`config.mk`:
```
export PLATFORM = sky130hd
export DESIGN_NAME = day_number_to_calendar_date
export DESIGN_NICKNAME = d
export VERILOG_FILES = /design/src/hdl/dnc_pkg.sv /design/src/hdl/day_number_to_calendar_date.sv
export SDC_FILE = /design/constraint.sdc
export NUM_CORES = 1
export LEC_CHECK = 0
export BUFFER_PORTS_ARGS = -buffer_cell sky130_fd_sc_hd__buf_2
export CAP_MARGIN = 15
export CORE_UTILIZATION = 35
export DETAILED_ROUTE_END_ITERATION = 10
export PLACE_DENSITY_LB_ADDON = 0.12
export SETUP_SLACK_MARGIN = 0.02
export SLEW_MARGIN = 20
export SYNTH_ARGS = -nofsm -noshare
export SYNTH_HDL_FRONTEND = slang
export SYNTH_SLANG_ARGS = --single-unit
```
`constraint.sdc`:
```
create_clock -name clk_i -period 14.7 [get_ports clk_i]
set_input_delay 2.205 -clock clk_i [delete_from_list [all_inputs] [get_ports clk_i]]
set_output_delay 2.205 -clock clk_i [all_outputs]
set_load 0.005 [all_outputs]
```
`src/hdl/dnc_pkg.sv`:
```
// Shared constants and the month-start table for the day number to calendar date block.
// Used by day_number_to_calendar_date; depends on nothing else.
package dnc_pkg;

  localparam int unsigned NUM_STAGES = 10;

  // Day number 4 is 1801-01-01 and day 0 of the count is 1601-01-01, so the shift is
  // 73048 - 4.
  localparam logic [22:0] EPOCH_SHIFT = 23'd73044;

  localparam logic [17:0] DAYS_400Y = 18'd146097;
  localparam logic [15:0] DAYS_100Y = 16'd36524;
  localparam logic [10:0] DAYS_4Y   = 11'd1461;
  localparam logic [8:0]  DAYS_1Y   = 9'd365;

  // Reciprocal estimates: floor(x * R >> S) never exceeds x / D and falls short by at most one.
  localparam logic [5:0] RECIP_400Y = 6'd57;   // floor(2^23 / 146097)
  localparam logic [5:0] RECIP_4Y   = 6'd44;   // floor(2^16 / 1461)

  localparam logic [13:0] YEAR_BASE = 14'd1601;
  localparam logic [13:0] YEAR_LOW  = 14'd1971;
  localparam logic [13:0] YEAR_HIGH = 14'd9999;

  localparam logic [4:0] LAST_4Y_OF_CENTURY = 5'd24;
  localparam logic [1:0] LAST_CENTURY       = 2'd3;
  localparam logic [1:0] LAST_YEAR_OF_4Y    = 2'd3;

  // First zero-based day of month idx (0 is January); leap years shift March onward by one.
  function automatic logic [8:0] month_start(input logic leap, input logic [3:0] idx);
    logic [8:0] base;
    logic [8:0] adj;
    case (idx)
      4'd0:    base = 9'd0;
      4'd1:    base = 9'd31;
      4'd2:    base = 9'd59;
      4'd3:    base = 9'd90;
      4'd4:    base = 9'd120;
      4'd5:    base = 9'd151;
      4'd6:    base = 9'd181;
      4'd7:    base = 9'd212;
      4'd8:    base = 9'd243;
      4'd9:    base = 9'd273;
      4'd10:   base = 9'd304;
      4'd11:   base = 9'd334;
      default: base = 9'd365;
    endcase
    adj = (leap && (idx >= 4'd2)) ? 9'd1 : 9'd0;
    return base + adj;
  endfunction

endpackage

```
`src/hdl/day_number_to_calendar_date.sv`:
```
// Day number to Gregorian date converter, a ten-stage pipeline with valid/ready words.
// Depends on dnc_pkg for constants and the month-start table.
//
// A user of this block hands in one day number per word and gets back one date word for
// each, in order. Day number 4 is Thursday 1801-01-01; numbers 0 to 3 are the last four
// days of 1800. The result carries the year, month, day of month, weekday (0 is Sunday),
// the zero-based day of the year and date_ok, which is set only for years 1971 to 9999.
// Every 22-bit input is legal. The converter is a ten-stage pipeline: a new word can enter
// in every cycle while results are taken, so the sustained rate is one word per cycle.
// The stages split the day count into 400-year, 100-year, 4-year and single-year cycles;
// the two constant divisions use a reciprocal estimate followed by a one-step correction,
// each in a stage of its own, and the final stage looks the month up in the month-start
// table. The whole pipeline holds when the result at the output is not taken, so
// in_ready_o follows out_ready_i whenever the output register is full, and no word is
// dropped or repeated.
module day_number_to_calendar_date (
  input  logic        clk_i,
  input  logic        rst_ni,
  input  logic        in_valid_i,
  output logic        in_ready_o,
  input  logic [21:0] day_number_i,
  output logic        out_valid_o,
  input  logic        out_ready_i,
  output logic [13:0] cal_year_o,
  output logic [3:0]  cal_month_o,
  output logic [4:0]  cal_day_o,
  output logic [2:0]  week_day_o,
  output logic [8:0]  year_day_o,
  output logic        date_ok_o
);
  import dnc_pkg::*;

  // One valid bit per stage; bit 0 is stage 1.
  logic [NUM_STAGES-1:0] valid_q, valid_d;
  logic                  adv;

  // Weekday travels alongside the date through every stage.
  logic [2:0] wday_q [NUM_STAGES];

  // Stage 1: day count from 1601-01-01 and the weekday.
  logic [22:0] s1_d_q;
  logic [5:0]  wd_sum;
  logic [3:0]  wd_fold1;
  logic [3:0]  wd_fold2;
  logic [2:0]  wd_mod;

  // Stage 2: estimate of the 400-year count.
  logic [22:0] s2_d_q;
  logic [4:0]  s2_q_q;
  logic [27:0] s2_prod;

  // Stage 3: remainder of the estimate, may still hold one full cycle.
  logic [18:0] s3_r_q;
  logic [4:0]  s3_q_q;
  logic [22:0] s3_prod;
  logic [22:0] s3_diff;

  // Stage 4: corrected 400-year count and remainder.
  logic [17:0] s4_r_q;
  logic [4:0]  s4_n400_q;

  // Stage 5: century count, clamped so the last day of a 400-year cycle stays in century 3.
  logic [15:0] s5_r_q;
  logic [4:0]  s5_n400_q;
  logic [1:0]  s5_n100_q;
  logic [1:0]  n100_c;
  logic [17:0] r100_c;

  // Stage 6: estimate of the 4-year count.
  logic [15:0] s6_r_q;
  logic [4:0]  s6_q_q;
  logic [4:0]  s6_n400_q;
  logic [1:0]  s6_n100_q;
  logic [20:0] s6_prod;

  // Stage 7: remainder of the 4-year estimate.
  logic [11:0] s7_r_q;
  logic [4:0]  s7_q_q;
  logic [4:0]  s7_n400_q;
  logic [1:0]  s7_n100_q;
  logic [15:0] s7_prod;
  logic [15:0] s7_diff;

  // Stage 8: corrected 4-year count and remainder.
  logic [10:0] s8_r_q;
  logic [4:0]  s8_n4_q;
  logic [4:0]  s8_n400_q;
  logic [1:0]  s8_n100_q;

  // Stage 9: single years, year number and leap flag.
  logic [8:0]  s9_r_q;
  logic [13:0] s9_year_q;
  logic        s9_leap_q;
  logic        s9_ok_q;
  logic [1:0]  n1_c;
  logic [10:0] r1_c;
  logic [13:0] year_c;

  // Stage 10: month lookup, the output register.
  logic [13:0] s10_year_q;
  logic [3:0]  s10_month_q;
  logic [4:0]  s10_day_q;
  logic [8:0]  s10_yday_q;
  logic        s10_ok_q;
  logic [3:0]  m_c;
  logic [8:0]  day_c;

  // The pipeline moves as a whole unless a finished word waits at the output.
  assign adv        = !valid_q[NUM_STAGES-1] || out_ready_i;
  assign in_ready_o = adv;
  assign valid_d    = {valid_q[NUM_STAGES-2:0], in_valid_i};

  always_ff @(posedge clk_i or negedge rst_ni) begin
    if (!rst_ni) begin
      valid_q <= '0;
    end else if (adv) begin
      valid_q <= valid_d;
    end
  end

  // Weekday: 8 is 1 mod 7, so octal digits are summed and folded twice.
  always_comb begin
    wd_sum = 6'(day_number_i[2:0])   + 6'(day_number_i[5:3])   + 6'(day_number_i[8:6])
           + 6'(day_number_i[11:9])  + 6'(day_number_i[14:12]) + 6'(day_number_i[17:15])
           + 6'(day_number_i[20:18]) + 6'(day_number_i[21]);
    wd_fold1 = 4'(wd_sum[5:3]) + 4'(wd_sum[2:0]);
    wd_fold2 = 4'(wd_fold1[2:0]) + 4'(wd_fold1[3]);
    wd_mod   = (wd_fold2 >= 4'd7) ? 3'(wd_fold2 - 4'd7) : wd_fold2[2:0];
  end

  always_comb begin
    s2_prod = 28'(s1_d_q) * 28'(RECIP_400Y);
    s3_prod = 23'(s2_q_q) * 23'(DAYS_400Y);
    s3_diff = s2_d_q - s3_prod;
  end

  always_comb begin
    if (s4_r_q >= 18'(DAYS_100Y) * 18'd3) begin
      n100_c = 2'd3;
    end else if (s4_r_q >= 18'(DAYS_100Y) * 18'd2) begin
      n100_c = 2'd2;
    end else if (s4_r_q >= 18'(DAYS_100Y)) begin
      n100_c = 2'd1;
    end else begin
      n100_c = 2'd0;
    end
    r100_c = s4_r_q - 18'(n100_c) * 18'(DAYS_100Y);
  end

  always_comb begin
    s6_prod = 21'(s5_r_q) * 21'(RECIP_4Y);
    s7_prod = 16'(s6_q_q) * 16'(DAYS_4Y);
    s7_diff = s6_r_q - s7_prod;
  end

  // The fourth year of a 4-year cycle is the leap year; a century's last one only in
  // the last century of a 400-year cycle.
  always_comb begin
    if (s8_r_q >= 11'(DAYS_1Y) * 11'd3) begin
      n1_c = 2'd3;
    end else if (s8_r_q >= 11'(DAYS_1Y) * 11'd2) begin
      n1_c = 2'd2;
    end else if (s8_r_q >= 11'(DAYS_1Y)) begin
      n1_c = 2'd1;
    end else begin
      n1_c = 2'd0;
    end
    r1_c   = s8_r_q - 11'(n1_c) * 11'(DAYS_1Y);
    year_c = YEAR_BASE + 14'(s8_n400_q) * 14'd400 + 14'(s8_n100_q) * 14'd100
           + 14'(s8_n4_q) * 14'd4 + 14'(n1_c);
  end

  // The last month whose start does not lie past the day of year.
  always_comb begin
    m_c = 4'd0;
    for (int k = 1; k < 12; k++) begin
      if (s9_r_q >= month_start(s9_leap_q, 4'(k))) begin
        m_c = 4'(k);
      end
    end
    day_c = s9_r_q - month_start(s9_leap_q, m_c) + 9'd1;
  end

  always_ff @(posedge clk_i) begin
    if (adv) begin
      s1_d_q    <= 23'(day_number_i) + EPOCH_SHIFT;
      wday_q[0] <= wd_mod;
      for (int i = 1; i < NUM_STAGES; i++) begin
        wday_q[i] <= wday_q[i-1];
      end

      s2_d_q <= s1_d_q;
      s2_q_q <= s2_prod[27:23];

      s3_r_q <= s3_diff[18:0];
      s3_q_q <= s2_q_q;

      if (s3_r_q >= 19'(DAYS_400Y)) begin
        s4_r_q    <= 18'(s3_r_q - 19'(DAYS_400Y));
        s4_n400_q <= s3_q_q + 5'd1;
      end else begin
        s4_r_q    <= s3_r_q[17:0];
        s4_n400_q <= s3_q_q;
      end

      s5_r_q    <= r100_c[15:0];
      s5_n400_q <= s4_n400_q;
      s5_n100_q <= n100_c;

      s6_r_q    <= s5_r_q;
      s6_q_q    <= s6_prod[20:16];
      s6_n400_q <= s5_n400_q;
      s6_n100_q <= s5_n100_q;

      s7_r_q    <= s7_diff[11:0];
      s7_q_q    <= s6_q_q;
      s7_n400_q <= s6_n400_q;
      s7_n100_q <= s6_n100_q;

      if (s7_r_q >= 12'(DAYS_4Y)) begin
        s8_r_q  <= 11'(s7_r_q - 12'(DAYS_4Y));
        s8_n4_q <= s7_q_q + 5'd1;
      end else begin
        s8_r_q  <= s7_r_q[10:0];
        s8_n4_q <= s7_q_q;
      end
      s8_n400_q <= s7_n400_q;
      s8_n100_q <= s7_n100_q;

      s9_r_q    <= r1_c[8:0];
      s9_year_q <= year_c;
      s9_leap_q <= (n1_c == LAST_YEAR_OF_4Y) &&
                   ((s8_n4_q != LAST_4Y_OF_CENTURY) || (s8_n100_q == LAST_CENTURY));
      s9_ok_q   <= (year_c >= YEAR_LOW) && (year_c <= YEAR_HIGH);

      s10_year_q  <= s9_year_q;
      s10_month_q <= m_c + 4'd1;
      s10_day_q   <= day_c[4:0];
      s10_yday_q  <= s9_r_q;
      s10_ok_q    <= s9_ok_q;
    end
  end

  assign out_valid_o = valid_q[NUM_STAGES-1];
  assign cal_year_o  = s10_year_q;
  assign cal_month_o = s10_month_q;
  assign cal_day_o   = s10_day_q;
  assign week_day_o  = wday_q[NUM_STAGES-1];
  assign year_day_o  = s10_yday_q;
  assign date_ok_o   = s10_ok_q;

  // The corrected 400-year remainder is always below one full cycle.
  a_rem_400y: assert property (@(posedge clk_i) disable iff (!rst_ni)
    valid_q[3] |-> (s4_r_q < DAYS_400Y))
    else $error("400-year remainder out of range");

  // The corrected 4-year count and remainder stay inside one century.
  a_rem_4y: assert property (@(posedge clk_i) disable iff (!rst_ni)
    valid_q[7] |-> ((s8_r_q < DAYS_4Y) && (s8_n4_q <= LAST_4Y_OF_CENTURY)))
    else $error("4-year split out of range");

  // Month from the lookup lies in 1 to 12, the day of month is at least 1 and the weekday at most 6.
  a_month_day: assert property (@(posedge clk_i) disable iff (!rst_ni)
    out_valid_o |-> ((cal_month_o >= 4'd1) && (cal_month_o <= 4'd12) &&
                     (cal_day_o >= 5'd1) && (week_day_o <= 3'd6)))
    else $error("month, day or weekday out of range");

  // Day 365 of a year only exists as 31 December of a leap year.
  a_last_day: assert property (@(posedge clk_i) disable iff (!rst_ni)
    (out_valid_o && (year_day_o == 9'd365)) |->
      ((cal_month_o == 4'd12) && (cal_day_o == 5'd31)))
    else $error("day of year 365 not on 31 December");

endmodule
```
# Word-level counts from Yosys, hierarchy flattened
# Memories as Yosys holds them, arrays and structs flattened.
# Index checks and enable logic that the tools add are counted.
[word_totals]
elab_cells = 137
romBits = 144
reg_bits = 256
ram_bits = 30
output_inout_bits = 38
mem_count = 2
input_bits = 26
[op_classes]
magnitude_cmp = 23
n_reduce_logical = 6
n_mul = 8
eq_ne = 3
mux = 26
add_sub_neg = 37
[memory_table]
columns = ["memory", "words", "width", "rd", "rd_clocked_by_memory_dff", "write_ports", "line_no", "rtl"]
rows = [
  ["(name not given)", 16, 9, 1, 0, 0, "dnc_pkg.sv:32", "case (idx)"],
  ["wday_q", 10, 3, 10, 0, 10, "day_number_to_calendar_date.sv:38", "logic [2:0] wday_q [NUM_STAGES];"],
]
[op_table]
columns = ["op", "count"]
rows = [
  ["$ge A9 B9 Y1", 10],
  ["$add A8 B9 Y9 const A", 4],
  ["$ge A18 B17 Y1 const B", 2],
  ["$mul A23 B6 Y28 const B", 1],
  ["$add A22 B17 Y23 const B", 1],
  ["$mux W4", 5],
  ["$ge A19 B18 Y1 const B", 1],
  ["$mul A16 B4 Y19 const B", 1],
  ["$mul A5 B18 Y19 const B", 1],
  ["$sub A19 B19 Y19", 1],
  ["$add A6 B3 Y6", 3],
  ["$add A7 B9 Y9 const A", 2],
  ["$add A9 B9 Y9 const A", 2],
  ["$ge A18 B16 Y1 const B", 1],
  ["$mux W18", 1],
  ["$sub A18 B18 Y18 const B", 1],
  ["$sub A16 B16 Y16", 1],
  ["$add A5 B1 Y5 const B", 3],
  ["$add A11 B14 Y14 const A", 1],
  ["$add A14 B2 Y14", 1],
  ["$add A14 B7 Y14", 1],
  ["$add A14 B9 Y14", 1],
  ["$ge A14 B11 Y1 const B", 1],
  ["$le A14 B14 Y1 const B", 1],
  ["36 further kinds", 56],
]

# Logic depth before layout (Yosys ltp)
[depth]
ltp_word = 19
depth_mapped = 23
mapped_depth_nobuf = 23

# Worst setup path before layout
# No wires, ideal clock.
[synth_path]
path_kind = "input to output"
from = "in out_ready_i"
to = "out in_ready_o"
path_stages = 2
arrival_ns = 10.065
path_slack_ns = 2.430
n_path_buf = 1
required_ns = 12.495
cell_sequence = "nand2b_1 clkbuf_1"
[synth_via]
elab_chain_len = 1
[synth_lines]
columns = ["element", "line_no", "rtl"]
rows = [
  ["start: declaration", "day_number_to_calendar_date.sv:23", "input logic out_ready_i,"],
  ["$logic_or A1 B1 Y1", "day_number_to_calendar_date.sv:109", "assign adv = !valid_q[NUM_STAGES-1] || out_ready_i;"],
  ["end: declaration", "day_number_to_calendar_date.sv:20", "output logic in_ready_o,"],
]
# Every way passes these cells.

==> results.md <==
* Status: finished clean
* Number of synthesized flops with an enable pin at 276
* WP buf/inv at 3
* Chip Height at 240 um
* Setup Viol. Count Final at 0
* Root buffer cell: clkbuf_16
* Number of diodes at 0
* Clock Path Buffers at 3
* Post-synth top area share at between 40% and 50%
* Via count at approximately 12000
* Synth async-reset ratio at between 3 and 4%
* R2R Path Start: s8_r_q[1]$_DFFE_PP_
* Post-cts resize count at 0
* M1 GR Usage at 16.2%
* IO Port Bufs at 63
* Mapped cell area at 0.0198 mm2
* Final-layout fill cell count at between 5000 and 6000
* Total number of yosys warnings at 0
* Slew Limit Fails at 0
* Achievable Freq at ~140 MHz
* Syn Inst Count at ~1600
* Wire length per cell at 13.7 um
* Overall routed net length at about 34000 um
* Met3 Use GR at under 10%
* Seq/Total Area, Yosys at between 40% and 50%
* Count of cell types in the netlist at 80
* Antenna violations before repair at 0
* Mapped Nets at slightly above 2000
* Crit-path slowest cell: fa_1
* Post-CTS Setup Bufs at 0
* Largest net degree at the start of global routing at 66
* Hold WS at roughly 0.41 ns
* CP Class: input port to flop
* Met2 Use GR at between 20% and 30%
* Boundary pin count at 64
* Vias in the first global route at around 12000
* Cts bufs inserted at 37
* Tmin final at around 7.2 ns
* GRT Resource Usage Total at between 10% and 20%
* CTS Sinks at roughly 290
* Avg Cell Area, Syn at between 10 and 15 um2
* Crit path cell chain: buf_2 -> fa_1 -> fa_1 -> fa_1 -> inv_1 -> fa_1 -> inv_1 -> ha_1 -> a21o_1 -> a21oi_1 -> xnor2_1 -> ha_1 -> a21o_1 -> a21o_1 -> ha_1 -> ha_1 -> ha_1 -> a22oi_1 -> a21oi_1 -> mux2_2
* Cell with the most instances on the worst path: ha_1
* Largest cells by area after synthesis: edfxtp_1, ha_1, fa_1, inv_1, xnor2_1
* Rel. slew slack at about 46%
* Tcrit/Tclk final at roughly 49%
* Core box area at 0.0554 mm2
* Post-DP HPWL at 26600 um
* RSZ-0062 raised after global routing: no
* Yosys top cell by area: edfxtp_1
* Starting Density at a little over a third
* CP max FO at 5
* Max-cap violations at 0
* Total congestion overflow at 0
* Vias/cell at roughly 4.7
* Class of the worst hold path: flop to flop
* ANT nets after route at 0
* Drt first pass iters at 4
* Hold Path Origin: wday_q[1][2]$_DFFE_PP_
* Starting DRT DRC Count at 388
* DIE AREA at between 0.05 and 0.06 mm2
* Worst EP required at around 15 ns
* Most used flip-flop cell after synthesis: edfxtp_1
* Hold Buf Count CTS at 0
* Clk_lat worst skew at around 0.55 ns
* Die width at approximately 240 um
* Final non-filler cell total at roughly 2500
* RD Place Congestion at 0.789
* Tightest Pin Transition at just over 0.8 ns
* Synthesis-to-finish area growth at 12.1%
* GRT busiest layer: met2
* Htree depth at 2
* Crit path largest cell delay at 0.55 ns
* First-pass GRT wire length at slightly below 60000 um
* Num rows at between 80 and 90
* CP startpoint: day_number_i[2]
* Startpoint Class: input port
* Drt drc at 0
* CP endpoint kind: flop
* Setup TNS at 0 ns
* Final Hold Viols at 0
* Skew final at approximately 0.012 ns
* Share of cells above drive strength 1 at roughly 9%
* Worst-path clk slew at 0.06 ns
* Final nets at between 2000 and 2500
* Post-Place Cells at approximately 2400
* #FFs+latches synth at 286
* Worst Path Arrival at roughly 7.5 ns
* CP top delay family: adder cells
* CTS tree: done
## final cells by class
class                           instances  area [um2]  area share, %
Clock buffer                           47         963           4.34
Inverter                              271        1020           4.59
Sequential cell                       286        8540           38.5
Tap cell                              748         936           4.22
Timing Repair Buffer                   69         360           1.62
Multi-Input combinational cell       1069       10200           46.0
Clock inverter                         18         171          0.773
## cell families after synthesis
group	Yosys count	share of synthesized area [%]
AND/OR/NAND/NOR	260	6.60
multiplexers	16	0.892
flip-flops	286	43.2
adder cells (fa/ha/maj)	389	28.9
buffers and inverters	279	5.34
AO/OA/AOI/OAI	264	8.87
XOR/XNOR	140	6.20
## final timing paths
| path | slack [ns] | cells past startpoint | end |
|---|---|---|---|
| min in group asynchronous | 1.51 | 1 | valid_q[9]$_DFFE_PN0P_ |
| worst max register to register | 9.92 | 18 | s9_r_q[8]$_DFFE_PP_ |
| worst min-delay path | 0.41 | 0 | wday_q[2][2]$_DFFE_PP_ |
| worst max-delay path | 7.51 | 20 | wday_q[0][1]$_DFFE_PP_ |
| max in group asynchronous | 12.99 | 1 | valid_q[4]$_DFFE_PN0P_ |
| worst min register to register | 0.41 | 0 | wday_q[2][2]$_DFFE_PP_ |
## Yosys cell counts, drive strengths merged, types with 10 or more instances
master and n:
edfxtp 276, ha 275, inv 271, fa 114, xnor2 99, a21oi 82, nor2 72, nand2 61
o21ai 56, xor2 41, a21o 26, nor3 20, o21a 20, nand2b 19, nor2b 19, nand3 18
nand4 15, mux2 13, dfrtp 10, nor4 10, o21bai 10
## metrics by stage
step | area, um2 | worst slack, ns | utilization [%]
4_1_cts | 22200 | 7.52 | 40.0
3_3_place_gp | 21000 | 7.02 | 38.0
2_1_floorplan | 19800 | 2.43 | -
5_1_grt | 22200 | 7.32 | 40.0
6_report | 22200 | 7.51 | 40.0
3_5_place_dp | 21000 | 6.90 | 38.0
## per-layer routing
metal,routed length (um),part of all wire [%],vias to the layer above
met5,0,0,-
met4,844,2.5,0
met3,1250,3.6,64
met2,16200,47,130
met1,16000,47,5574
li1,-,-,5898
## sequential cells by signal, summed over array words and instances, names as in the netlist, 9 cells and up
| register | count |
|---|---|
| s2_d_q | 19 |
| s6_r_q | 12 |
| s1_d_q | 23 |
| s9_r_q | 9 |
| valid_q | 10 |
| s4_r_q | 18 |
| s8_r_q | 11 |
| s9_year_q | 14 |
| s3_r_q | 19 |
| cal_year_o | 14 |
| s7_r_q | 12 |
| year_day_o | 9 |
| s5_r_q | 16 |
| wday_q | 30 |
## cell usage in the layout, fill, tap and decap left out, types with 37 or more instances in the layout
master | synthesis | routed
o21ai_0 | 41 | 41
a21oi_1 | 78 | 78
edfxtp_1 | 276 | 276
clkbuf_16 | 0 | 37
fa_1 | 114 | 114
xor2_1 | 41 | 41
nor2_1 | 70 | 70
nand2_1 | 61 | 61
xnor2_1 | 99 | 99
inv_1 | 270 | 270
ha_1 | 275 | 275
buf_2 | 1 | 63
Power is not shown: default switching activity piles up to over one toggle a cycle in this logic, so the estimate is an artifact.
